==> src/rtl/rmtt_pkg.sv <==
// Shared types and constants for the rotor motor thrust and torque step.
package rmtt_pkg;

    localparam logic signed [63:0] SAT64 = 64'sh7FFF_FFFF_FFFF_FFFF;

    localparam logic [4:0] ST_S2   = 5'd0;
    localparam logic [4:0] ST_TMAG = 5'd1;
    localparam logic [4:0] ST_DMAG = 5'd2;
    localparam logic [4:0] ST_LMAG = 5'd3;
    localparam logic [4:0] ST_ACL  = 5'd4;
    localparam logic [4:0] ST_RMAG = 5'd5;
    localparam logic [4:0] ST_THR  = 5'd6;
    localparam logic [4:0] ST_MOM  = 5'd9;
    localparam logic [4:0] ST_TQ   = 5'd12;
    localparam logic [4:0] ST_SQ   = 5'd24;
    localparam logic [4:0] ST_PWR  = 5'd27;

    localparam logic [2:0] REG_DECAY   = 3'd0;
    localparam logic [2:0] REG_LIMITS  = 3'd1;
    localparam logic [2:0] REG_THRUST  = 3'd2;
    localparam logic [2:0] REG_DRAG    = 3'd3;
    localparam logic [2:0] REG_INERTIA = 3'd4;
    localparam logic [2:0] REG_INVTICK = 3'd5;
    localparam logic [2:0] REG_AXIS    = 3'd6;
    localparam logic [2:0] REG_POS     = 3'd7;

    typedef enum logic [3:0] {
        S_IDLE, S_LAG0, S_LAG1, S_LAG2, S_MUL, S_MWAIT, S_SQRT, S_SWAIT, S_DONE
    } state_t;

    typedef struct packed {
        logic               start;
        logic signed [63:0] a;
        logic signed [63:0] b;
        logic [5:0]         sh;
    } mul_req_t;

    typedef struct packed {
        logic               busy;
        logic               done;
        logic signed [63:0] res;
    } mul_rsp_t;

    typedef struct packed {
        logic        start;
        logic [63:0] x;
    } sqrt_req_t;

    typedef struct packed {
        logic        done;
        logic [31:0] root;
    } sqrt_rsp_t;

endpackage

==> src/rtl/rmtt_mul.sv <==
// Multi-cycle 64x64 signed multiply with shift and 64-bit saturation.
module rmtt_mul (
    input  logic              clk,
    input  logic              rst_n,
    input  rmtt_pkg::mul_req_t req,
    output rmtt_pkg::mul_rsp_t rsp
);
    import rmtt_pkg::*;

    logic [63:0]  ma_reg, mb_reg, prod_reg;
    logic         neg_reg;
    logic [5:0]   sh_reg;
    logic [2:0]   cnt_reg;
    logic [1:0]   pos_reg;
    logic [127:0] acc_reg;
    logic         busy_reg, done_reg;
    logic signed [63:0] res_reg;

    logic [31:0]  pa, pb;
    logic [127:0] addend, shifted;
    logic [63:0]  mag;

    always_comb
    begin
        pa = cnt_reg[1] ? ma_reg[63:32] : ma_reg[31:0];
        pb = cnt_reg[0] ? mb_reg[63:32] : mb_reg[31:0];
        case (pos_reg)
            2'd0:    addend = {64'd0, prod_reg};
            2'd1:    addend = {32'd0, prod_reg, 32'd0};
            2'd2:    addend = {prod_reg, 64'd0};
            default: addend = 128'd0;
        endcase
        shifted = acc_reg >> sh_reg;
        mag = (shifted[127:64] != 64'd0 || shifted[63]) ? 64'(SAT64) : shifted[63:0];
    end

    always_ff @(posedge clk or negedge rst_n)
    begin
        if (!rst_n)
        begin
            busy_reg <= 1'b0;
            done_reg <= 1'b0;
            cnt_reg  <= 3'd0;
        end
        else
        begin
            done_reg <= 1'b0;
            if (req.start)
            begin
                busy_reg <= 1'b1;
                cnt_reg  <= 3'd0;
            end
            else if (busy_reg)
            begin
                cnt_reg <= cnt_reg + 3'd1;
                if (cnt_reg == 3'd5)
                begin
                    busy_reg <= 1'b0;
                    done_reg <= 1'b1;
                end
            end
        end
    end

    always_ff @(posedge clk)
    begin
        if (req.start)
        begin
            ma_reg  <= req.a[63] ? 64'(-req.a) : 64'(req.a);
            mb_reg  <= req.b[63] ? 64'(-req.b) : 64'(req.b);
            neg_reg <= req.a[63] ^ req.b[63];
            sh_reg  <= req.sh;
            acc_reg <= 128'd0;
        end
        else if (busy_reg)
        begin
            if (cnt_reg <= 3'd3)
            begin
                prod_reg <= pa * pb;
                pos_reg  <= 2'({1'b0, cnt_reg[1]} + {1'b0, cnt_reg[0]});
            end
            if (cnt_reg >= 3'd1 && cnt_reg <= 3'd4)
                acc_reg <= acc_reg + addend;
            if (cnt_reg == 3'd5)
                res_reg <= neg_reg ? -$signed(mag) : $signed(mag);
        end
    end

    assign rsp.busy = busy_reg;
    assign rsp.done = done_reg;
    assign rsp.res  = res_reg;

endmodule

==> config.mk <==
export PLATFORM = sky130hd
export DESIGN_NAME = rmtt_mul
export DESIGN_NICKNAME = d
export VERILOG_FILES = /design/src/rtl/rmtt_pkg.sv /design/src/rtl/rmtt_mul.sv
export SDC_FILE = /design/constraint.sdc
export NUM_CORES = 2
export LEC_CHECK = 0
export BUFFER_PORTS_ARGS = -buffer_cell sky130_fd_sc_hd__buf_2
export CAP_MARGIN = 30
export CORE_MARGIN = 10
export CORE_UTILIZATION = 62
export CTS_CLUSTER_DIAMETER = 100
export DETAILED_ROUTE_END_ITERATION = 8
export MAX_ROUTING_LAYER = met4
export PLACE_DENSITY = 0.82
export SYNTH_ARGS = -nofsm -noshare
export SYNTH_HDL_FRONTEND = slang
export SYNTH_SLANG_ARGS = --single-unit
==> constraint.sdc <==
create_clock -name clk -period 21.2 [get_ports clk]
set_clock_uncertainty 0.2 [all_clocks]
set_input_delay 2.12 -clock clk [delete_from_list [all_inputs] [get_ports clk]]
set_output_delay 2.12 -clock clk [all_outputs]
set_load 0.03 [all_outputs]
==> flow_summary_export.csv <==
group,metric,value,unit
run_status,outcome,"finished clean",
yosys,muxShareOfSynthArea,12.5,%
yosys,synthArstFlopShare,1.26,%
yosys,synth_seq_area_share,15.1,%
global_routing,track_usage,41.1,%
setup_path,cp.required,21.43,ns
worst_hold_path,hold_end,"acc_reg[0]",
cells_and_area,drive_above_1_share,10.7,%
setup_path,crit_slowest_cell,"dfrtp_4",
floorplan,die_y,357,µm
yosys,ys_types,107,
cells_and_area,largest_register_ffs,128,
yosys,ys_ff_latch,398,
placement,dp_hpwl,201,mm
setup_path,cp_slowest_stage_delay,0.81,ns
sta,fin_crit_sh,49.3,%
sta,setup_viol,0,
route,num_vias,61900,
global_routing,grt_pass1_wl,386,mm
sta,fmax,95.7,MHz
setup_path,r2r-end,"prod_reg[61]",
setup_path,r2r-start,"cnt_reg[1]",
floorplan,core_area,0.113,mm²
global_routing,antenna_found_initial,8,
clocking,cts_max_level,2,
yosys,synthAdderAreaFrac,32.5,%
setup_path,end_kind,"register",
yosys,synth_ff_type,"edfxtp_1",
placement,gp_congestion,1.07,
yosys,syn_area,0.0705,mm²
yosys,synth_top_family_by_area,"adder cells",
sta,maxSlewHeadroom,19.1,%
clocking,cts_buffers,50,
setup_path,crit_family,"adder cells",
route,drtIter0Drc,7147,
cells_and_area,fill_cells,9262,
floorplan,rows,123,
yosys,syn_inst,7895,
setup_path,crit_fanout,35,
clocking,cts_buffer_depth,3,
run,drv_cap,0,
route,first_pass_iters,7,
setup_path,path_class,"register to register",
clocking,clkSlewWorstSetupHoldPaths,0.06,ns
floorplan,die_area,0.128,mm²
sta,finalSetupTns,0,ns
worst_hold_path,min-delay-start,"acc_reg[0]",
sta,drv_slew,0,
floorplan,initial_core_util,62.6,%
floorplan,io_pins,203,
setup_path,start_kind,"register",
clocking,cts-resized-gates,0,
setup_path,cp_num_buf_inv,5,
route,via_per_inst,6.62,
yosys,synth_simple_gate_area_share,15.5,%
setup_path,reg2reg_depth,28,
worst_hold_path,hold_depth,2,
global_routing,grt_overflow,0,
sta,period_needed,10.45,ns
route,wire_per_inst,27.6,µm
clocking,cts_root_buffer,"clkbuf_16",
yosys,synth_edf_count,265,
yosys,yosys.area_share.xor_xnor,3.80,%
cells_and_area,area_growth,5.33,%
clocking,clk-insertion-delay-late,0.73,ns
setup_path,critPathArrivalTime,10.69,ns
clocking,clock-sinks,398,
route,drc_errors,0,
sta,worst_pin_slew,1.20,ns
route,ant_nets,0,
sta,rsz0062_at_grt,"false",
global_routing,grt_pass1_vias,62400,
yosys,synth_compound_area_share,12.4,%
setup_path,rrSetupSlack,10.75,ns
cells_and_area,nNetsFinal,9227,
yosys,ys_warn_count,0,
floorplan,die-width,357,µm
yosys,syn-num-nets,9326,
worst_hold_path,holdCritPathClass,"register to register",
sta,finalHoldViolations,0,
placement,port_buffers,202,
clocking,hold_buffers,0,
setup_path,cp_common_cell,"fa_1",
clocking,tritoncts,"done",
clocking,post-cts-setup-buffers,0,
global_routing,grt_max_degree,150,
yosys,syn_avg_cell_area,8.93,µm²
route,wirelength,258,mm
-- layout make-up --
type	count	area, µm²	share of cell area [%]
diodes	10	25.0	0.0337
clock buffers	62	1330	1.79
clock inverters	32	472	0.635
inverters	964	3620	4.88
multi-input cells	6064	54300	73.2
flip-flops and latches	398	10700	14.3
well taps	1500	1880	2.53
repair buffers	318	1950	2.62
-- worst register-to-register path: cells and delay by family (launching register included) --
family,cells,cell delay [ns]
AO/OA/AOI/OAI,10,2.93
XOR/XNOR,1,0.09
adder cells (fa/ha/maj),9,4.49
buffers and inverters,5,1.24
flip-flops,1,0.81
multiplexers,1,0.27
AND/OR/NAND/NOR,2,0.22
-- placed cells by master, fill, tap and decap left out, types with 50 or more instances in the layout --
cell type and n:
a21o_1 122, a21oi_1 397, and2_1 80, buf_2 204, buf_4 108, clkbuf_16 50, dfxtp_1 128, edfxtp_1 265
fa_1 897, ha_1 397, inv_1 960, mux2_2 173, mux2i_1 188, mux4_2 156, nand2_1 977, nand3_1 72
nand4_1 66, nor2_1 922, nor3_1 90, o21ai_0 281, o31ai_1 66, xnor2_1 240, xor2_1 66
-- how the worst max path moves through the flow --
stage | slack [ns] | startpoint | cells after the start | to
finish | 10.75 | cnt_reg[1] | 28 | prod_reg[61]
global placement | 11.03 | cnt_reg[1] | 28 | prod_reg[62]
floorplan | 11.62 | cnt_reg[1] | 31 | prod_reg[61]
detailed placement | 10.84 | cnt_reg[1] | 28 | prod_reg[61]
global route | 10.31 | cnt_reg[1] | 28 | prod_reg[63]
CTS | 10.86 | cnt_reg[1] | 28 | prod_reg[61]
-- Yosys cell counts, types with 31 or more instances --
master / number / area, µm²
inv_1: 961 / 3610
fa_1: 897 / 18000
mux4_1: 38 / 998
nand3_1: 73 / 365
clkbuf_1: 332 / 1250
buf_2: 42 / 210
nand2b_1: 48 / 300
nor2_1: 927 / 3480
and2_1: 81 / 507
o21bai_1: 41 / 308
o31ai_1: 66 / 495
or3_1: 45 / 282
and3_1: 32 / 200
xnor2_1: 240 / 2100
or4_1: 41 / 308
buf_1: 48 / 180
edfxtp_1: 265 / 7960
nor4_1: 36 / 225
dfxtp_1: 128 / 2560
mux2i_1: 230 / 2300
a211oi_1: 37 / 278
o22ai_1: 37 / 231
o21a_1: 33 / 248
mux2_2: 173 / 1950
a21oi_1: 397 / 1990
a22o_1: 41 / 359
mux4_2: 156 / 3510
nand2_1: 977 / 3670
o21ai_0: 281 / 1410
a31oi_1: 31 / 194
xor2_1: 66 / 578
a21o_1: 122 / 916
nand4_1: 66 / 413
ha_1: 397 / 4970
nor3_1: 90 / 450
-- metrics by stage --
step	cells	instance area, µm²	hold slack (ns)	util (%)	setup WS [ns]
CTS	9334	74200	0.284	65.8	10.86
global placement	9238	72400	0.261	64.2	11.03
global route	9346	74200	0.309	65.9	10.31
detailed placement	9240	72400	0.276	64.2	10.84
floorplan	7895	70500	0.253	-	11.62
finish	9348	74300	0.289	65.9	10.75
-- metal layers --
layer	GRT usage (%)	vias to the layer above	part of all wire, %
met5	-	-	0
met1	47.6	30100	35
li1	-	26500	-
met3	9.85	1171	11
met2	62.6	4075	44
met4	29.6	0	9.4
-- cells by family after synthesis --
logic type,Yosys count
AOI/OAI and AO/OA,1350
xor gates and xnor gates,306
adders and majority gates,1294
and+or+nand+nor,2513
buffers and inverters,1433
DFF,398
muxes,601
Power is left out: the tool's default activity adds up to more than one toggle a clock period on the data nets, which glitch-free logic cannot reach.
