**src/rtl/rmtt_pkg.sv**
```systemverilog
// Shared types and constants for the rotor motor thrust and torque step.
package rmtt_pkg;

    localparam logic signed [63:0] SAT64 = 64'sh7FFF_FFFF_FFFF_FFFF;

    localparam logic [4:0] ST_S2   = 5'd0;
    localparam logic [4:0] ST_TMAG = 5'd1;
    localparam logic [4:0] ST_DMAG = 5'd2;
    localparam logic [4:0] ST_LMAG = 5'd3;
    localparam logic [4:0] ST_ACL  = 5'd4;
    localparam logic [4:0] ST_RMAG = 5'd5;
    localparam logic [4:0] ST_THR  = 5'd6;
    localparam logic [4:0] ST_MOM  = 5'd9;
    localparam logic [4:0] ST_TQ   = 5'd12;
    localparam logic [4:0] ST_SQ   = 5'd24;
    localparam logic [4:0] ST_PWR  = 5'd27;

    localparam logic [2:0] REG_DECAY   = 3'd0;
    localparam logic [2:0] REG_LIMITS  = 3'd1;
    localparam logic [2:0] REG_THRUST  = 3'd2;
    localparam logic [2:0] REG_DRAG    = 3'd3;
    localparam logic [2:0] REG_INERTIA = 3'd4;
    localparam logic [2:0] REG_INVTICK = 3'd5;
    localparam logic [2:0] REG_AXIS    = 3'd6;
    localparam logic [2:0] REG_POS     = 3'd7;

    typedef enum logic [3:0] {
        S_IDLE, S_LAG0, S_LAG1, S_LAG2, S_MUL, S_MWAIT, S_SQRT, S_SWAIT, S_DONE
    } state_t;

    typedef struct packed {
        logic               start;
        logic signed [63:0] a;
        logic signed [63:0] b;
        logic [5:0]         sh;
    } mul_req_t;

    typedef struct packed {
        logic               busy;
        logic               done;
        logic signed [63:0] res;
    } mul_rsp_t;

    typedef struct packed {
        logic        start;
        logic [63:0] x;
    } sqrt_req_t;

    typedef struct packed {
        logic        done;
        logic [31:0] root;
    } sqrt_rsp_t;

endpackage

```
**src/rtl/rmtt_sqrt.sv**
```systemverilog
// Bit-pair iterative integer square root of a 64-bit value.
module rmtt_sqrt (
    input  logic               clk,
    input  logic               rst_n,
    input  rmtt_pkg::sqrt_req_t req,
    output rmtt_pkg::sqrt_rsp_t rsp
);
    import rmtt_pkg::*;

    logic [63:0] x_reg, res_reg, bit_reg;
    logic [4:0]  cnt_reg;
    logic        busy_reg, done_reg;
    logic [63:0] trial;

    assign trial = res_reg + bit_reg;

    always_ff @(posedge clk or negedge rst_n)
    begin
        if (!rst_n)
        begin
            busy_reg <= 1'b0;
            done_reg <= 1'b0;
            cnt_reg  <= 5'd0;
        end
        else
        begin
            done_reg <= 1'b0;
            if (req.start)
            begin
                busy_reg <= 1'b1;
                cnt_reg  <= 5'd0;
            end
            else if (busy_reg)
            begin
                cnt_reg <= cnt_reg + 5'd1;
                if (cnt_reg == 5'd31)
                begin
                    busy_reg <= 1'b0;
                    done_reg <= 1'b1;
                end
            end
        end
    end

    always_ff @(posedge clk)
    begin
        if (req.start)
        begin
            x_reg   <= req.x;
            res_reg <= 64'd0;
            bit_reg <= 64'd1 << 62;
        end
        else if (busy_reg)
        begin
            if (x_reg >= trial)
            begin
                x_reg   <= x_reg - trial;
                res_reg <= (res_reg >> 1) + bit_reg;
            end
            else
                res_reg <= res_reg >> 1;
            bit_reg <= bit_reg >> 2;
        end
    end

    assign rsp.done = done_reg;
    assign rsp.root = res_reg[31:0];

endmodule

```
**config.mk**
```make
export PLATFORM = sky130hd
export DESIGN_NAME = rmtt_sqrt
export DESIGN_NICKNAME = d
export VERILOG_FILES = /design/src/rtl/rmtt_pkg.sv /design/src/rtl/rmtt_sqrt.sv
export SDC_FILE = /design/constraint.sdc
export NUM_CORES = 1
export LEC_CHECK = 0
export ABC_CLOCK_PERIOD_IN_PS = 9550
export BUFFER_PORTS_ARGS = -buffer_cell sky130_fd_sc_hd__buf_2
export CORE_AREA = 2 2 209 211
export DETAILED_ROUTE_END_ITERATION = 8
export DIE_AREA = 0 0 211 213
export GPL_ROUTABILITY_DRIVEN = 0
export HOLD_SLACK_MARGIN = 0.15
export PLACE_DENSITY = 0.65
export SYNTH_ARGS = -nofsm -noshare
export SYNTH_HDL_FRONTEND = slang
export SYNTH_SLANG_ARGS = --single-unit
```
**constraint.sdc**
```tcl
create_clock -name clk -period 9.55 [get_ports clk]
set_clock_uncertainty 0.2 [all_clocks]
set_input_delay 1.91 -clock clk [delete_from_list [all_inputs] [get_ports clk]]
set_output_delay 1.91 -clock clk [all_outputs]
set_load 0.01 [all_outputs]
```
==> results.toml, run 1 <==
[critical_path]
rrSetupSlack_ps = 2290
path_cells = "ha_1 -> ha_1 -> a21oi_1 -> o21ai_0 -> a221oi_1 -> o21ai_0 -> a31oi_1 -> o21ai_0 -> a21oi_1 -> nor2_1 -> o21ai_0 -> xor2_1 -> ha_1 -> and4_1 -> or3b_1 -> nor3_1 -> nand3_1 -> a211oi_1 -> o31ai_1 -> and2_2 -> buf_4 -> o21ai_4 -> buf_4"
cp.required_ps = 9440
endpoint_kind = "flop"
cp_max_fo = 64
rr_worst_depth = 23
cp-start-kind = "flop"
rr_endpoint = "x_reg[63]"
cp_slowest_stage_delay_ps = 670
startpoint = "bit_reg[0]"
cp_common_cell = "o21ai_0"
critical_path_class = "flop to flop"
endpoint = "x_reg[63]"
cp_slowest_cell = "buf_4"
worstPathArrival_ps = 7140
cpLargestDelayFamily = "compound AO/OA/AOI/OAI gates"
path_depth = 23
cp_num_buf_inv = 2
reg2reg_from = "bit_reg[0]"

[global_route]
grt_overflow = 0
grt_antenna_before_repair = 0
grt_max_degree = 96
grt_pass1_vias = 13715
grt_pass1_wl_mm = 72.9
grt_usage = 0.203

[final_layout]
synthToLayoutAreaGrowth_pct = 6.77
diodes = 0
fin_area_um2 = 16600
nets = 2127
drive_gt1_frac = 0.101

[logic_synthesis]
synth_area_um2 = 15600
synth_seq_cells = 167
ys.flop_type = "dfxtp_1"
synth_area_leaders = "dfxtp_1 12%, edfxtp_1 12%, ha_1 11%"
yosysWarnings = 0
synth_mux_area_frac = 0.0279
async_reset_ff_frac = 0.0419
synth_area_per_cell_um2 = 8.01
synth_xor_area_frac = 0.0883
yosys.area.top_type_share = 0.123
synth_top_family_by_area = "compound AO/OA/AOI/OAI gates"
synthDistinctLibCells = 97
yosysSeqAreaShare = 0.258
post_synth_fa_ha_maj_area_fraction = 0.107
synth-simple-area-share = 0.181
synth_compound_area_frac = 0.275
syn_nets = 2145
netlist_top_cells_count = "235 x nand2_1, 188 x nor2_1, 150 x o21ai_0"
yosys.cell_count.top_type = "nand2_1"
synth_edf_count = 64
synth_area_leader_cell = "dfxtp_1"
synth_cells = 1945

[power_and_ir_drop]
sw_frac_of_total = 0.477
p_per_area_nw_per_um2 = 284
internal_power_uw = 2470
combPwrFrac = 0.597
ir_drop_v = 0.000173
seq_power_share = 0.252
leakage_uw = 0.00685
finalPower_uw = 4720
switchingPower_uw = 2250
clockPowerShare = 0.151

[floorplan]
io-pin-count = 100
die_h_um = 213
core_um2 = 42700
start_util = 0.365
dieArea_um2 = 44900
num_rows = 76
dieWidth_um = 211

[min_path]
hold_class = "flop to flop"

[cts]
cts_made_buffers = 17
htreeDepth = 4
clkSinkCount = 167
clk_pin_slew_ps = 70
cts_hold_buf = 0
cts_tree = "yes"
post_cts_buffers = 0
cts_resized = 0
clk_latency_ps = 470
ctsLongestPathBuffers = 2
cts_root_buffer = "clkbuf_16"

[place]
post_dp_cell_area_um2 = 16000
place_ws_ps = 2480
dp_hpwl_mm = 34.5
io_buffers = 99

[routing]
dr.pass1.iters = 6
routed_wirelength_mm = 45.3
drc_errors = 0
viasPerCell = 5.84
ant_nets = 0
num_vias = 14525
wire_per_inst_um = 18.2
drt-initial-drc-count = 1307

[timing]
relSlewSlack = 0.282
final_hold_viol_count = 0
fin_crit_ps = 7260
fin_ws_ps = 2290
hold_slack_ps = 311
fmax_ghz = 0.138
rsz0062_at_grt = "false"
finalMaxSlewViolations = 0
tns_ps = 0
finalCritPeriodShare = 0.760
finalSetupViolations = 0
worst_pin_slew_ps = 1080

[flow_run]
drv_cap = 0

[outcome]
outcome = "finished clean"
## tightest hold or removal path: stages (launching register included)
cell	delay [ps]
dfxtp_1	330
nor2_1	90
a311oi_1	50
## worst min path at each step
stage | startpoint | cells after the start | slack, ps | endpoint
4_1_cts | res_reg[0] | 2 | 310 | res_reg[0]
5_1_grt | cnt_reg[3] | 2 | 360 | cnt_reg[3]
6_report | res_reg[0] | 2 | 310 | res_reg[0]
3_3_place_gp | res_reg[0] | 2 | 290 | res_reg[0]
2_1_floorplan | res_reg[0] | 2 | 280 | res_reg[0]
3_5_place_dp | res_reg[0] | 2 | 310 | res_reg[0]
## stage by stage
step	util	instances
final	0.389	2486
after global routing	0.389	2486
after CTS	0.389	2486
after detailed placement	0.376	2454
after global placement	0.376	2454
after floorplan	-	1945
## cell families after synthesis
| kind of cell | count (synthesis) |
|---|---|
| buffers and inverters | 191 |
| AO/OA/AOI/OAI | 637 |
| AND/OR/NAND/NOR | 617 |
| flip-flops | 167 |
| XOR/XNOR | 157 |
| adder cells (fa/ha/maj) | 133 |
| multiplexers | 43 |
## cell type report
cell class | instances | area [µm²]
inverter | 46 | 173
multi-input combinational | 1587 | 10600
tap | 546 | 683
sequential | 167 | 4020
clock buffer | 19 | 454
fill | 4286 | 26100
timing repair buffer | 108 | 569
clock inverter | 13 | 130
## routing by layer
metal  GRT usage  vias up  part of all wire
met2       0.315      517              0.44
met3      0.0272       83             0.054
li1            -     7144                 -
met1       0.284     6781              0.47
met4      0.0792        0             0.033
met5           0        -                 0
## placed cells by master, fill, tap and decap left out, types with 9 or more instances in the layout
cell         n
or3_1        9
nor4_1      10
o21bai_1    39
o21ai_1      9
mux2i_1     40
dfxtp_1     96
inv_1       46
nand2_1    235
xor2_1      83
o21ai_0    149
buf_2       98
buf_4        9
and2_1      13
xnor2_1     74
nor2_1     188
a211oi_1    37
o31ai_1     12
nand4_1     40
and3_1      17
nor3_1      25
o21a_1      17
a311oi_1    20
clkbuf_16   18
ha_1       132
nand3_1     34
a21oi_1    120
nor2b_1     12
o211ai_1    13
a221oi_1    12
a21o_1      56
edfxtp_1    64
a31oi_1     60
a31o_2      19
## power by group through the flow
stage / clock (µW) / sequential, µW / combinational, µW
2_1_floorplan: 0 / 1120 / 2180
3_3_place_gp: 0 / 1190 / 2710
3_5_place_dp: 0 / 1200 / 2750
4_1_cts: 726 / 1180 / 2770
5_1_grt: 753 / 1210 / 3120
6_report: 713 / 1190 / 2820
No activity file was read; power rests on OpenSTA's default activity.
==> inputs of run 2 (changes only) <==
Settings changed: ABC_CLOCK_PERIOD_IN_PS 9550 to 6100.
Clock period 9.55 ns to 6.1 ns, I/O delays scaled along.
==> results.toml, run 2 (synthesized netlist as in run 1, its figures left out) <==
[outcome]
outcome = "finished clean"

[routing]
drt-initial-drc-count = 1342
routed_wirelength_mm = 46.2
drc_errors = 0
wire_per_inst_um = 18.2
viasPerCell = 5.83
ant_nets = 0
dr.pass1.iters = 6
num_vias = 14789

[cts]
htreeDepth = 4
cts_made_buffers = 17
ctsLongestPathBuffers = 2
clk_latency_ps = 470
cts_root_buffer = "clkbuf_16"
clkSinkCount = 167
clk_pin_slew_ps = 80
cts_tree = "yes"

[floorplan]
core_um2 = 42700
die_h_um = 213
dieArea_um2 = 44900
io-pin-count = 100
num_rows = 76
dieWidth_um = 211
start_util = 0.365

[final_layout]
final_common_cell = "nand2_1"
diodes = 0
multiInputGateArea_um2 = 10800
fin_util = 0.405
regArea_um2 = 4040
drive_gt1_frac = 0.144
synthToLayoutAreaGrowth_pct = 10.9
nets = 2176
final_cell_mix = "235 x nand2_1, 187 x nor2_1, 144 x o21ai_0, 125 x ha_1, 115 x a21oi_1"
fin_area_um2 = 17300
nFillCells = 4231

[power_and_ir_drop]
combPwrFrac = 0.622
switchingPower_uw = 3610
internal_power_uw = 4050
seq_power_share = 0.239
clockPowerShare = 0.140
p_per_area_nw_per_um2 = 443
ir_drop_v = 0.000322
finalPower_uw = 7660
leakage_uw = 0.00716
sw_frac_of_total = 0.471

[timing]
finalSetupViolations = 0
fmax_ghz = 0.171
finalMaxSlewViolations = 0
tns_ps = 0
finalCritPeriodShare = 0.959
worst_pin_slew_ps = 904
relSlewSlack = 0.397
fin_crit_ps = 5850
final_hold_viol_count = 0

[place]
io_buffers = 99
post_dp_cell_area_um2 = 16500
dp_hpwl_mm = 34.9

[global_route]
grt_antenna_before_repair = 0
grt_pass1_vias = 13956
grt_overflow = 0
grt_pass1_wl_mm = 74.0
grt_max_degree = 82
grt_usage = 0.206

[critical_path]
worstPathArrival_ps = 6020
cp-start-kind = "flop"
cp_max_fo = 22
path_cells = "ha_1 -> nand4_1 -> o21ai_2 -> a221o_1 -> a31o_2 -> a31o_1 -> a211o_1 -> a31o_2 -> xnor2_1 -> ha_2 -> and4_1 -> or3b_4 -> nor3_4 -> nand3_2 -> a211oi_2 -> o31ai_2 -> and2_2 -> buf_12 -> or3_1 -> a311oi_2"
endpoint_kind = "flop"
cp.required_ps = 6270
cp_slowest_stage_delay_ps = 410
cp_common_cell = "a31o_2"
critical_path_class = "flop to flop"
cp_slowest_cell = "a221o_1"

[flow_run]
drv_cap = 0

[min_path]
hold_class = "flop to flop"
-- run 2: cell count changes in the layout (fill, tap and decap cells not counted), sizes merged --
cell / before / now
bufinv: 1 / 0
buf: 108 / 157
clkinvlp: 1 / 0
inv: 54 / 50
clkinv: 3 / 10
clkbuf: 19 / 18
-- run 2: path summary, 6_finish.rpt --
| kind | from | to | slack (ps) | cells after the start |
|---|---|---|---|---|
| worst max-delay path | bit_reg[10] | res_reg[15] | 250 | 20 |
| worst min-delay path | res_reg[0] | res_reg[0] | 330 | 2 |
| worst max register to register | bit_reg[10] | res_reg[15] | 250 | 20 |
| worst min register to register | res_reg[0] | res_reg[0] | 330 | 2 |
| max in group asynchronous | rst_n | busy_reg | 5140 | 1 |
| min in group asynchronous | rst_n | cnt_reg[2] | 380 | 1 |
-- run 2: metal layers --
layer / vias up / routed length (µm) / global-route usage
met5: - / 0 / 0
met4: 0 / 1390 / 0.0845
met3: 75 / 2550 / 0.0316
met2: 513 / 20200 / 0.314
met1: 6967 / 22100 / 0.290
li1: 7234 / - / -
-- run 2: worst max-delay path, delay by kind of cell, from the launching register on --
kind                       cells  cell delay (ps)
xor gates and xnor gates       1              180
and+or+nand+nor                7             1760
DFF                            1              400
buffers and inverters          1              170
adders and majority gates      2              700
AOI/OAI and AO/OA              9             2340
-- run 2: metrics by stage --
| stage | instances | hold WS [ps] | setup WS [ps] |
|---|---|---|---|
| 2_1_floorplan | 1945 | 278 | 3.06 |
| 3_3_place_gp | 2495 | 296 | -73.2 |
| 3_5_place_dp | 2495 | 318 | -159 |
| 4_1_cts | 2527 | 329 | 49.4 |
| 5_1_grt | 2535 | 378 | -16.2 |
| 6_report | 2535 | 325 | 249 |
-- run 2: final cells by class --
class,instances,share of cell area
clock buffer,18,0.0254
inverter,46,0.0100
multi-input combinational,1587,0.626
sequential,167,0.234
timing repair buffer,157,0.0586
tap,546,0.0395
clock inverter,14,0.00703
-- run 2: timing repair --
action | in CTS | in global routing
endpoints found under the setup margin | 76 | 135
pin swaps | 0 | 5
hold buffers | 0 | 0
gates resized for setup | 4 | 28
buffers inserted | 0 | 8
-- run 2: power by group through the flow --
stage	clock (µW)	combinational, µW	sequential [µW]
after global placement	0	4500	1830
after global routing	1130	5270	1850
after detailed placement	0	4560	1840
final	1070	4760	1830
after CTS	1090	4610	1820
after floorplan	0	3430	1740
==> inputs of run 3 (changes only) <==
Settings changed: BUFFER_PORTS_ARGS -buffer_cell sky130_fd_sc_hd__buf_2 to default, DONT_BUFFER_PORTS from default to 1, PLACE_DENSITY 0.65 to 0.62, RECOVER_POWER from default to 100, SLEW_MARGIN from default to 10.
==> results.toml, run 3 (synthesized netlist as in run 1, its figures left out) <==
[global_route]
grt_usage = 0.205
grt_pass1_vias = 13531
grt_pass1_wl_mm = 73.3
grt_antenna_before_repair = 0
grt_max_degree = 219
grt_overflow = 0

[power_and_ir_drop]
ir_drop_v = 0.000310
finalPower_uw = 7500
leakage_uw = 0.00653
p_per_area_nw_per_um2 = 454
seq_power_share = 0.243
clockPowerShare = 0.140
combPwrFrac = 0.616
sw_frac_of_total = 0.473
internal_power_uw = 3950
switchingPower_uw = 3550

[critical_path]
rr_endpoint = "x_reg[9]"
cp_slowest_stage_delay_ps = 410
reg2reg_from = "res_reg[10]"
cp_max_fo = 32
cp_num_buf_inv = 1
rrSetupSlack_ps = 260
rr_worst_depth = 19
cp_common_cell = "a31o_2"
cp-start-kind = "flop"
path_cells = "ha_1 -> nand4_1 -> o21ai_1 -> a221o_1 -> a31o_2 -> a31o_1 -> a211o_1 -> a31o_2 -> xnor2_2 -> ha_2 -> and4_1 -> or3b_4 -> nor3_2 -> nand3_1 -> a211oi_1 -> o31ai_1 -> and2_4 -> o21ai_4 -> buf_8"
cpLargestDelayFamily = "compound AO/OA/AOI/OAI gates"
critical_path_class = "flop to flop"
cp.required_ps = 6020
cp_slowest_cell = "a221o_1"
endpoint_kind = "flop"
worstPathArrival_ps = 5760

[min_path]
hold_class = "primary input to asynchronous set/reset pin"

[timing]
relSlewSlack = 0.110
final_hold_viol_count = 0
fin_ws_ps = 257
fin_crit_ps = 5840
hold_slack_ps = 257
rsz0062_at_grt = "false"
finalCritPeriodShare = 0.958
finalMaxSlewViolations = 0
worst_pin_slew_ps = 1330
tns_ps = 0
fmax_ghz = 0.171
finalSetupViolations = 0

[outcome]
outcome = "finished clean"

[floorplan]
die_h_um = 213
core_um2 = 42700
io-pin-count = 100
dieArea_um2 = 44900
start_util = 0.365
num_rows = 76
dieWidth_um = 211

[routing]
drt-initial-drc-count = 1164
num_vias = 14279
drc_errors = 0
routed_wirelength_mm = 46.3
ant_nets = 0
dr.pass1.iters = 5
viasPerCell = 5.86
wire_per_inst_um = 19.0

[final_layout]
diodes = 0
synthToLayoutAreaGrowth_pct = 6.05
drive_gt1_frac = 0.0746
final_common_cell = "nand2_1"
final_cells = 2435
nets = 2076
final_cell_mix = "234 x nand2_1, 188 x nor2_1, 147 x o21ai_0, 125 x ha_1, 117 x a21oi_1"

[place]
place_ws_ps = 140
dp_hpwl_mm = 34.6
io_buffers = 0
place_inst = 2399

[cts]
ctsLongestPathBuffers = 2
clk_latency_ps = 460
htreeDepth = 4
cts_made_buffers = 17
clk_pin_slew_ps = 80
cts_root_buffer = "clkbuf_16"
cts_tree = "yes"
clkSinkCount = 167

[flow_run]
drv_cap = 0
run 3: cell count changes in the layout (fill, tap and decap cells not counted), moves of 4 or more:
cell / before / now
buf_12: 6 / 2
clkbuf_1: 0 / 30
buf_4: 52 / 21
buf_2: 98 / 1
run 3: worst max-delay path by stage:
stage / startpoint / endpoint / slack (ps) / cells after the start
finish: res_reg[10] / x_reg[9] / 260 / 19
CTS: bit_reg[0] / x_reg[61] / 50 / 24
detailed placement: bit_reg[0] / x_reg[61] / 140 / 24
global route: bit_reg[6] / res_reg[39] / 2 / 22
global placement: res_reg[0] / x_reg[61] / 80 / 24
floorplan: res_reg[10] / x_reg[0] / 3 / 20
run 3: layer usage:
metal | vias to the layer above | track usage | routed length [µm]
met3 | 62 | 0.0257 | 2260
met1 | 6708 | 0.289 | 22200
li1 | 7042 | - | -
met5 | - | 0 | 0
met2 | 467 | 0.322 | 20600
met4 | 0 | 0.0724 | 1230
run 3: worst reg2reg max path: stages, from the launching register on:
cell and delay, ps:
dfxtp_4 390, ha_1 350, nand4_1 170, o21ai_1 130, a221o_1 410, a31o_2 310, a31o_1 260, a211o_1 310
a31o_2 280, xnor2_2 170, ha_2 410, and4_1 220, or3b_4 400, nor3_2 170, nand3_1 110, a211oi_1 240
o31ai_1 140, and2_4 230, o21ai_4 260, buf_8 330
run 3: metrics by stage:
step	area [µm²]	utilization
floorplan	15700	-
global placement	16000	0.375
detailed placement	16000	0.375
CTS	16500	0.387
global route	16500	0.387
finish	16500	0.387
run 3: final cells by class:
cell class	count	area, µm²
fill	4299	26200
multi-input combinational	1587	10700
sequential	167	4030
tap	546	683
clock buffer	20	447
timing repair buffer	57	375
inverter	46	173
clock inverter	12	93.8
run 3: timing repair:
item | in CTS | in global routing
endpoints found under the setup margin | 0 | 131
gates resized for setup | 0 | 24
setup buffers | 0 | 2
hold buffers | 0 | 0
run 3: power groups by stage:
stage	sequential [µW]	clock, µW	combinational (µW)
2_1_floorplan	1740	0	3430
3_3_place_gp	1830	0	4410
3_5_place_dp	1840	0	4470
4_1_cts	1820	1080	4500
5_1_grt	1850	1110	5120
6_report	1820	1050	4620
